$ cat config.mk
export PLATFORM = sky130hd
export DESIGN_NAME = round_robin_task_scheduler_core
export DESIGN_NICKNAME = d
export VERILOG_FILES = /design/src/rtl/core/rrts_pkg.sv /design/src/rtl/core/rrts_ctrl.sv /design/src/rtl/core/rrts_dp.sv /design/src/rtl/core/round_robin_task_scheduler_core.sv
export SDC_FILE = /design/constraint.sdc
export NUM_CORES = 2
export LEC_CHECK = 0
export BUFFER_PORTS_ARGS = -buffer_cell sky130_fd_sc_hd__buf_2
export CAP_MARGIN = 20
export CORE_UTILIZATION = 63
export DETAILED_ROUTE_END_ITERATION = 8
export GPL_TIMING_DRIVEN = 0
export PLACE_DENSITY = 0.84
export SYNTH_ARGS = -nofsm -noshare
export SYNTH_HDL_FRONTEND = slang
export SYNTH_HIERARCHICAL = 1
export SYNTH_SLANG_ARGS = --single-unit
$ cat constraint.sdc
create_clock -name clk -period 6.2 [get_ports clk]
set_input_delay 0.31 -clock clk [delete_from_list [all_inputs] [get_ports clk]]
set_output_delay 0.31 -clock clk [all_outputs]
set_load 0.03 [all_outputs]
$ cat src/rtl/core/rrts_pkg.sv
// Package with types and constants of the round robin task scheduler.
package rrts_pkg;

	typedef enum logic [1:0] {
		OP_CREATE   = 2'd0,
		OP_DISPATCH = 2'd1,
		OP_FINISH   = 2'd2,
		OP_UNKNOWN  = 2'd3
	} op_t;

	typedef enum logic [2:0] {
		CALL_NONE   = 3'd0,
		CALL_ID     = 3'd1,
		CALL_PRIO   = 3'd2,
		CALL_RUN    = 3'd3,
		CALL_READ   = 3'd4,
		CALL_SLEEP  = 3'd5,
		CALL_USAGE  = 3'd6,
		CALL_UNSUPP = 3'd7
	} call_t;

	typedef enum logic [1:0] {
		TS_NONE  = 2'd0,
		TS_READY = 2'd1,
		TS_BLOCK = 2'd2,
		TS_RUN   = 2'd3
	} tstate_t;

	localparam logic [1:0] STAT_OK   = 2'd0;
	localparam logic [1:0] STAT_FULL = 2'd1;
	localparam logic [1:0] STAT_NONE = 2'd2;

	localparam logic [6:0] USAGE_SCALE = 7'd100;

	typedef struct packed {
		logic [1:0]  operation;
		logic [31:0] now;
		logic [7:0]  priority_req;
		logic [2:0]  call_code;
		logic [30:0] sleep_ticks;
		logic [7:0]  read_byte;
	} in_item_t;

	typedef struct packed {
		logic [2:0]  task_index;
		logic [31:0] value;
		logic [1:0]  status;
	} out_item_t;

	typedef enum logic [3:0] {
		CS_IDLE,
		CS_CREATE,
		CS_WAKE,
		CS_PICK,
		CS_FIN_CHARGE,
		CS_FIN_CALL,
		CS_DIV,
		CS_DIV_DONE,
		CS_UNKNOWN,
		CS_OUT
	} cstate_t;

	typedef struct packed {
		logic load;
		logic scan_clr;
		logic scan_step;
		logic create_do;
		logic wake_do;
		logic pick_do;
		logic pick_commit;
		logic charge_do;
		logic call_do;
		logic div_start;
		logic div_step;
		logic div_finish;
		logic unknown_do;
		logic out_take;
	} cmd_t;

	typedef struct packed {
		logic scan_last;
		logic pick_found;
		logic div_done;
	} sts_t;

endpackage

$ cat src/rtl/core/rrts_ctrl.sv
// Controller state machine of the round robin task scheduler.
module rrts_ctrl (
	input  logic          clk,
	input  logic          arst_n,
	input  logic          in_valid,
	output logic          in_ready,
	output logic          out_valid,
	input  logic          out_ready,
	input  logic [1:0]    op,
	output rrts_pkg::cmd_t cmd,
	input  rrts_pkg::sts_t sts
);
	import rrts_pkg::*;

	cstate_t state_q, state_d;

	always_ff @(posedge clk or negedge arst_n) begin
		if (!arst_n) begin
			state_q <= CS_IDLE;
		end else begin
			state_q <= state_d;
		end
	end

	always_comb begin
		state_d = state_q;
		cmd = '0;
		in_ready = 1'b0;
		out_valid = 1'b0;
		unique case (state_q)
			CS_IDLE: begin
				in_ready = 1'b1;
				if (in_valid) begin
					cmd.load = 1'b1;
					cmd.scan_clr = 1'b1;
					unique case (op_t'(op))
						OP_CREATE:   state_d = CS_CREATE;
						OP_DISPATCH: state_d = CS_WAKE;
						OP_FINISH:   state_d = CS_FIN_CHARGE;
						default:     state_d = CS_UNKNOWN;
					endcase
				end
			end
			CS_CREATE: begin
				cmd.create_do = 1'b1;
				cmd.scan_step = 1'b1;
				if (sts.scan_last) state_d = CS_OUT;
			end
			CS_WAKE: begin
				cmd.wake_do = 1'b1;
				cmd.scan_step = 1'b1;
				if (sts.scan_last) begin
					cmd.scan_clr = 1'b1;
					cmd.scan_step = 1'b0;
					state_d = CS_PICK;
				end
			end
			CS_PICK: begin
				cmd.pick_do = 1'b1;
				cmd.scan_step = 1'b1;
				if (sts.scan_last) begin
					cmd.pick_commit = 1'b1;
					state_d = CS_OUT;
				end
			end
			CS_FIN_CHARGE: begin
				cmd.charge_do = 1'b1;
				state_d = CS_FIN_CALL;
			end
			CS_FIN_CALL: begin
				cmd.call_do = 1'b1;
				if (sts.div_done) begin
					state_d = CS_OUT;
				end else begin
					cmd.div_start = 1'b1;
					state_d = CS_DIV;
				end
			end
			CS_DIV: begin
				if (sts.div_done) begin
					state_d = CS_DIV_DONE;
				end else begin
					cmd.div_step = 1'b1;
				end
			end
			CS_DIV_DONE: begin
				cmd.div_finish = 1'b1;
				state_d = CS_OUT;
			end
			CS_UNKNOWN: begin
				cmd.unknown_do = 1'b1;
				state_d = CS_OUT;
			end
			CS_OUT: begin
				out_valid = 1'b1;
				if (out_ready) begin
					cmd.out_take = 1'b1;
					state_d = CS_IDLE;
				end
			end
			default: state_d = CS_IDLE;
		endcase
	end

`ifndef SYNTHESIS
	a_ready_only_idle: assert property (@(posedge clk) disable iff (!arst_n)
		in_ready |-> !out_valid) else $error("ready while a result is held");
	a_out_then_idle: assert property (@(posedge clk) disable iff (!arst_n)
		(out_valid && out_ready) |=> in_ready) else $error("no return to idle");
	a_load_idle: assert property (@(posedge clk) disable iff (!arst_n)
		cmd.load |-> in_valid) else $error("load without a beat");
`endif

endmodule

$ cat src/rtl/core/rrts_dp.sv
// Datapath of the round robin task scheduler: task table, scans and divider.
module rrts_dp #(
	parameter int TASK_SLOTS = 8
) (
	input  logic               clk,
	input  logic               arst_n,
	input  rrts_pkg::in_item_t in_item,
	input  rrts_pkg::cmd_t     cmd,
	output rrts_pkg::sts_t     sts,
	output rrts_pkg::out_item_t out_item
);
	import rrts_pkg::*;

	localparam int SW = (TASK_SLOTS > 1) ? $clog2(TASK_SLOTS) : 1;
	localparam logic [SW-1:0] LAST = SW'(TASK_SLOTS - 1);

	logic [TASK_SLOTS-1:0] used_q;
	tstate_t               tstate_q [TASK_SLOTS];
	logic [7:0]            prio_q   [TASK_SLOTS];
	logic [31:0]           run_q    [TASK_SLOTS];
	logic [31:0]           wake_q   [TASK_SLOTS];
	logic [SW-1:0]         cur_q;
	logic [31:0]           disp_q;

	in_item_t      item_q;
	logic [SW-1:0] scan_q;
	logic          found_q;
	logic [SW-1:0] pick_q;
	out_item_t     res_q;

	logic [63:0] rem_q;
	logic [63:0] quo_q;
	logic [6:0]  cnt_q;
	logic        div_done_q;

	logic [SW-1:0] rr_slot;
	logic [SW:0]   rr_sum;
	logic [31:0]   cur_run;
	logic [31:0]   cur_id;
	logic [64:0]   trial;

	assign rr_sum  = {1'b0, cur_q} + {1'b0, scan_q} + 1'b1;
	assign rr_slot = (rr_sum >= (SW+1)'(TASK_SLOTS)) ?
		SW'(rr_sum - (SW+1)'(TASK_SLOTS)) : SW'(rr_sum);
	assign cur_run = run_q[cur_q];
	assign cur_id  = used_q[cur_q] ? 32'({1'b0, cur_q} + 1'b1) : 32'd0;
	assign trial   = {rem_q, quo_q[63]} - {33'd0, item_q.now};

	assign sts.scan_last  = (scan_q == LAST);
	assign sts.pick_found = found_q;
	assign sts.div_done   = div_done_q;
	assign out_item = res_q;

	always_ff @(posedge clk) begin
		if (cmd.load) item_q <= in_item;
	end

	always_ff @(posedge clk or negedge arst_n) begin
		if (!arst_n) begin
			used_q <= '0;
			for (int i = 0; i < TASK_SLOTS; i++) begin
				tstate_q[i] <= TS_NONE;
				prio_q[i] <= '0;
				run_q[i] <= '0;
				wake_q[i] <= '0;
			end
			cur_q <= LAST;
			disp_q <= '0;
			scan_q <= '0;
			found_q <= 1'b0;
			pick_q <= '0;
			div_done_q <= 1'b0;
			cnt_q <= '0;
			rem_q <= '0;
			quo_q <= '0;
			res_q <= '0;
		end else begin
			if (cmd.scan_clr) begin
				scan_q <= '0;
				found_q <= 1'b0;
				pick_q <= '0;
				div_done_q <= 1'b0;
			end else if (cmd.scan_step) begin
				scan_q <= scan_q + 1'b1;
			end

			if (cmd.create_do) begin
				if (!found_q && !used_q[scan_q]) begin
					found_q <= 1'b1;
					used_q[scan_q] <= 1'b1;
					tstate_q[scan_q] <= TS_READY;
					prio_q[scan_q] <= item_q.priority_req;
					res_q <= '{task_index: 3'(scan_q),
						value: 32'({1'b0, scan_q} + 1'b1), status: STAT_OK};
				end else if (!found_q && sts.scan_last) begin
					res_q <= '{task_index: 3'd0, value: 32'd0, status: STAT_FULL};
				end
			end

			if (cmd.wake_do && scan_q != '0 && tstate_q[scan_q] == TS_BLOCK &&
					wake_q[scan_q] <= item_q.now) begin
				tstate_q[scan_q] <= TS_READY;
				wake_q[scan_q] <= '0;
			end

			if (cmd.pick_do) begin
				if (!found_q && rr_slot != '0 && tstate_q[rr_slot] == TS_READY) begin
					found_q <= 1'b1;
					pick_q <= rr_slot;
				end
				if (cmd.pick_commit) begin
					logic [SW-1:0] p;
					p = (!found_q && rr_slot != '0 && tstate_q[rr_slot] == TS_READY) ?
						rr_slot : pick_q;
					tstate_q[p] <= TS_RUN;
					cur_q <= p;
					disp_q <= item_q.now;
					res_q <= '{task_index: 3'(p),
						value: used_q[p] ? 32'({1'b0, p} + 1'b1) : 32'd0,
						status: STAT_OK};
				end
			end

			if (cmd.charge_do) begin
				run_q[cur_q] <= cur_run + (item_q.now - disp_q);
				div_done_q <= (call_t'(item_q.call_code) != CALL_USAGE) ||
					(item_q.now == '0);
			end

			if (cmd.call_do) begin
				res_q.task_index <= 3'(cur_q);
				unique case (call_t'(item_q.call_code))
					CALL_ID: begin
						res_q.value <= cur_id;
						res_q.status <= STAT_OK;
					end
					CALL_PRIO: begin
						res_q.value <= 32'(prio_q[cur_q]);
						res_q.status <= STAT_OK;
					end
					CALL_RUN: begin
						res_q.value <= cur_run;
						res_q.status <= STAT_OK;
					end
					CALL_READ: begin
						res_q.value <= 32'(item_q.read_byte);
						res_q.status <= STAT_OK;
					end
					CALL_SLEEP: begin
						res_q.value <= '0;
						res_q.status <= STAT_NONE;
						if (used_q[cur_q]) begin
							wake_q[cur_q] <= item_q.now + {1'b0, item_q.sleep_ticks};
							tstate_q[cur_q] <= TS_BLOCK;
						end
					end
					CALL_USAGE: begin
						res_q.value <= '0;
						res_q.status <= STAT_OK;
					end
					default: begin
						res_q.value <= '0;
						res_q.status <= STAT_NONE;
					end
				endcase
				if (used_q[cur_q] && tstate_q[cur_q] == TS_RUN &&
						call_t'(item_q.call_code) != CALL_SLEEP)
					tstate_q[cur_q] <= TS_READY;
			end

			if (cmd.div_start) begin
				rem_q <= '0;
				quo_q <= 64'(run_q[0]) * 64'(USAGE_SCALE);
				cnt_q <= '0;
			end

			if (cmd.div_step) begin
				if (!trial[64]) begin
					rem_q <= trial[63:0];
					quo_q <= {quo_q[62:0], 1'b1};
				end else begin
					rem_q <= {rem_q[62:0], quo_q[63]};
					quo_q <= {quo_q[62:0], 1'b0};
				end
				cnt_q <= cnt_q + 1'b1;
				if (cnt_q == 7'd63) div_done_q <= 1'b1;
			end

			if (cmd.div_finish) begin
				res_q.value <= (quo_q > 64'(USAGE_SCALE)) ? 32'd0 :
					32'(USAGE_SCALE) - quo_q[31:0];
			end

			if (cmd.unknown_do) begin
				res_q <= '{task_index: 3'd0, value: 32'd0, status: STAT_NONE};
			end
		end
	end

`ifndef SYNTHESIS
	a_cur_range: assert property (@(posedge clk) disable iff (!arst_n)
		32'(cur_q) < TASK_SLOTS) else $error("current slot out of range");
	a_cur_running: assert property (@(posedge clk) disable iff (!arst_n)
		cmd.pick_commit |=> tstate_q[cur_q] == TS_RUN) else $error("pick not running");
	a_slot0_never_blocks: assert property (@(posedge clk) disable iff (!arst_n)
		(tstate_q[0] != TS_BLOCK) || used_q[0]) else $error("unused idle slot blocked");
`endif

endmodule

$ cat src/rtl/core/round_robin_task_scheduler_core.sv
// Top level of the round robin task scheduler core.
// The input channel carries one operation per beat: create a task, dispatch
// the next task, or finish the running task's slice with a system call.
// The output channel returns one result beat per input beat with the slot,
// a value and a status.
// Operations are handled one at a time by a controller and datapath pair.
// Create scans the slot table one slot per cycle.
// Dispatch scans twice, once to wake sleepers and once round robin.
// Finish charges the running slot's time and answers the call; a CPU usage
// call also runs a bit serial 64-bit divider one quotient bit per cycle.
// The result is held in a register until the receiver takes it; while the
// receiver stalls, no new beat is accepted.
// Reset clears the task table, sets the current slot to the last slot and
// the dispatch time to zero; the block is ready right after reset.
// The CPU usage figure is 100 minus the idle slot's share of uptime in percent.
module round_robin_task_scheduler_core #(
	parameter int TASK_SLOTS = 8
) (
	input  logic                clk,
	input  logic                arst_n,
	input  logic                in_valid,
	output logic                in_ready,
	input  rrts_pkg::in_item_t  in_data,
	output logic                out_valid,
	input  logic                out_ready,
	output rrts_pkg::out_item_t out_data
);
	import rrts_pkg::*;

	cmd_t cmd;
	sts_t sts;

	rrts_ctrl u_ctrl (
		.clk(clk), .arst_n(arst_n),
		.in_valid(in_valid), .in_ready(in_ready),
		.out_valid(out_valid), .out_ready(out_ready),
		.op(in_data.operation), .cmd(cmd), .sts(sts)
	);

	rrts_dp #(.TASK_SLOTS(TASK_SLOTS)) u_dp (
		.clk(clk), .arst_n(arst_n),
		.in_item(in_data), .cmd(cmd), .sts(sts), .out_item(out_data)
	);

endmodule

==> out/metrics.yaml <==
status: "complete, but fails checks"
violations: "negative setup slack"
fin_nets: 5505
synth_cells: 4797
p_int_uw: 15500
p_clk_share_pct: 20.6
multi_input_comb_area_um2: 23600
period_share_pct: 102
io_pins: 127
gp_congestion: 1.04
setup_ws_ns: -0.105
swShare_pct: 46.1
start_util_pct: 63.8
syn_area_um2: 48500
place_area_um2: 50800
final-seq-area_um2: 23000
cap_viol_max_count: 0
grt_remaining_overflow: 0
p_seq_share_pct: 27.3
yosysWarnings: 6
drt_wl_total_um: 169000
hpwl_um: 116000
ant_nets: 0
cp-end-kind: "flop"
tns_ns: -0.411
worstMarginPinSlew_ns: 1.21
firstDrtPassIters: 7
reg2reg_depth: 19
grt_max_degree: 125
first_global_vias: 42300
period_needed_ns: 6.30
routedWlPerCell_um: 27.1
worst-setup-path-type: "flop to flop"
final-hold-violation-count: 0
switching_power_uw: 13200
clockBufferDepth: 3
die-area_um2: 78100
cp_num_buf_inv: 5
critical_path_arrival_ns: 6.82
ir_worst_vdd_v: 0.000391
pwr-share-comb_pct: 52.1
fmax_ghz: 0.159
nFillCells: 5356
setup_viol: 12
crit_path_start_kind: "flop"
clock_skew_ns: 0.0367
min_path_type: "primary input to flop"
cts.clk_slew.worst_paths_ns: 0.06
core_um2: 76100
via_per_inst: 6.97
critPathMaxFanout: 10
cts_num_sinks: 901
h-tree-depth: 3
io_buffers: 126
maxSlewHeadroom_pct: 19.3
design_area_um2: 55200
dieHeight_um: 279
cts_buffers: 94
crit_cells: 19
p_leak_uw: 0.0255
drtIter0Drc: 6777
row_count: 101
slowest_stage: "mux2i_2"
die_w_um: 279
drive_gt1_share_pct: 10.1
p_per_area_nw_per_um2: 519
path_delay_family: "compound AO/OA/AOI/OAI gates"
synth_area_per_cell_um2: 10.1
num_vias: 43400
clockRootBuffer: "clkbuf_16"
grt_pass1_wl_um: 253000
syn_to_final_growth_pct: 13.9
reg2reg_slack_ns: -0.10
critPathMaxStageDelay_ns: 0.61
synth_nets: 5181
crit_chain: "clkbuf_4 > nand2_2 > nor2_2 > clkbuf_4 > buf_2 > clkbuf_4 > a22oi_1 > and4_1 > fa_1 > inv_1 > ha_1 > or3_1 > o21ai_0 > o21ai_0 > a31oi_1 > nor3_1 > a221oi_2 > mux2i_2 > o21ai_0"
antenna_found_initial: 6
grt_use_total_pct: 43.0
drc: 0
clk_latency_ns: 0.69
min_path_cells: 3
cts_tree: "done"
slew_viol_final: 0
power_uw: 28700
cp.required_ns: 6.71
[flip-flops by register name, indices dropped and copies added (netlist names)]
| signal | flops |
|---|---|
| u_dp/run_q | 256 |
| u_dp/wake_q | 256 |
| u_dp/item_q | 82 |
| u_dp/prio_q | 64 |
| u_dp/quo_q | 64 |
| u_dp/rem_q | 64 |
| u_dp/out_item | 37 |
| u_dp/disp_q | 32 |
| u_dp/tstate_q | 16 |
| u_dp/used_q | 8 |
| u_dp/cnt_q | 7 |
| u_ctrl/state_q | 4 |
| u_dp/cur_q | 3 |
| u_dp/pick_q | 3 |
| u_dp/scan_q | 3 |
| u_dp/div_done_q | 1 |
| u_dp/found_q | 1 |
[power by group through the flow]
stage | clock network (uW) | registers, uW | logic (uW)
after floorplan | 0 | 7540 | 9860
after global placement | 0 | 7830 | 13500
after detailed placement | 0 | 7830 | 13900
after CTS | 5880 | 7740 | 14200
after global routing | 6130 | 7860 | 16000
final | 5910 | 7820 | 15000
[worst paths after layout]
check | startpoint | end
min in group asynchronous | arst_n | u_dp/prio_q[30]
setup reg to reg | u_dp/cur_q[0] | u_dp/run_q[115]
hold reg to reg | u_dp/run_q[107] | u_dp/run_q[107]
setup / recovery | u_dp/cur_q[0] | u_dp/run_q[115]
hold / removal | in_data[83] | u_ctrl/state_q[3]
max in group asynchronous | arst_n | u_dp/wake_q[54]
[per-layer routing]
layer	up-vias	global-route usage, %	wire [um]
li1	18100	-	-
met1	21200	55.2	60800
met2	3296	62.2	71300
met3	843	14.5	23700
met4	8	28.1	13000
met5	-	0	53
[worst register-to-register path, stage by stage (launching register included)]
cell	delay, ns
dfstp_2	0.54
clkbuf_4	0.29
nand2_2	0.25
nor2_2	0.29
clkbuf_4	0.36
buf_2	0.36
clkbuf_4	0.37
a22oi_1	0.10
and4_1	0.31
fa_1	0.54
inv_1	0.05
ha_1	0.24
or3_1	0.40
o21ai_0	0.14
o21ai_0	0.18
a31oi_1	0.39
nor3_1	0.11
a221oi_2	0.37
mux2i_2	0.61
o21ai_0	0.25
[through the flow]
| stage | hold slack, ns | util (%) | instances | setup slack, ns |
|---|---|---|---|---|
| 6_report | 0.0900 | 72.6 | 6232 | -0.105 |
| 5_1_grt | 0.123 | 72.6 | 6228 | -0.121 |
| 4_1_cts | 0.0820 | 72.4 | 6224 | 0.00508 |
| 3_5_place_dp | 0.327 | 66.8 | 5969 | -2.37 |
| 3_3_place_gp | 0.455 | 66.3 | 5953 | -12.43 |
| 2_1_floorplan | 0.0144 | - | 4797 | 0.601 |
[layout make-up]
type / instances / share of cell area (%)
clock inverters: 42 / 0.870
clock buffers: 131 / 4.92
diodes: 4 / 0.0181
repair buffers: 232 / 3.35
plain buffers: 273 / 2.20
well taps: 1030 / 2.33
multi-input cells: 3332 / 42.8
inverters: 287 / 1.96
flip-flops and latches: 901 / 41.6
[cell usage in the layout, fill, tap and decap left out, types with 84 or more instances in the layout]
cell	instances
dfrtp_1	816
nand2_1	525
o21ai_0	476
inv_1	285
a22oi_1	254
ha_1	235
a22o_1	223
clkbuf_1	206
a21oi_1	199
nor2_1	163
buf_2	144
clkbuf_16	98
nand2b_1	94
mux2_2	89
xnor2_1	87
a21o_1	85
dlygate4sd3_1	84
[what timing repair did]
item | in CTS | in global routing
hold buffers | 84 | 0
setup buffers | 1 | 2
endpoints found under the setup margin | 433 | 363
hold endpoints to repair | 151 | 0
pin swaps | 2 | 2
resized for setup | 95 | 57
gates cloned | 0 | 0
Power figures use the tool's default switching activity.
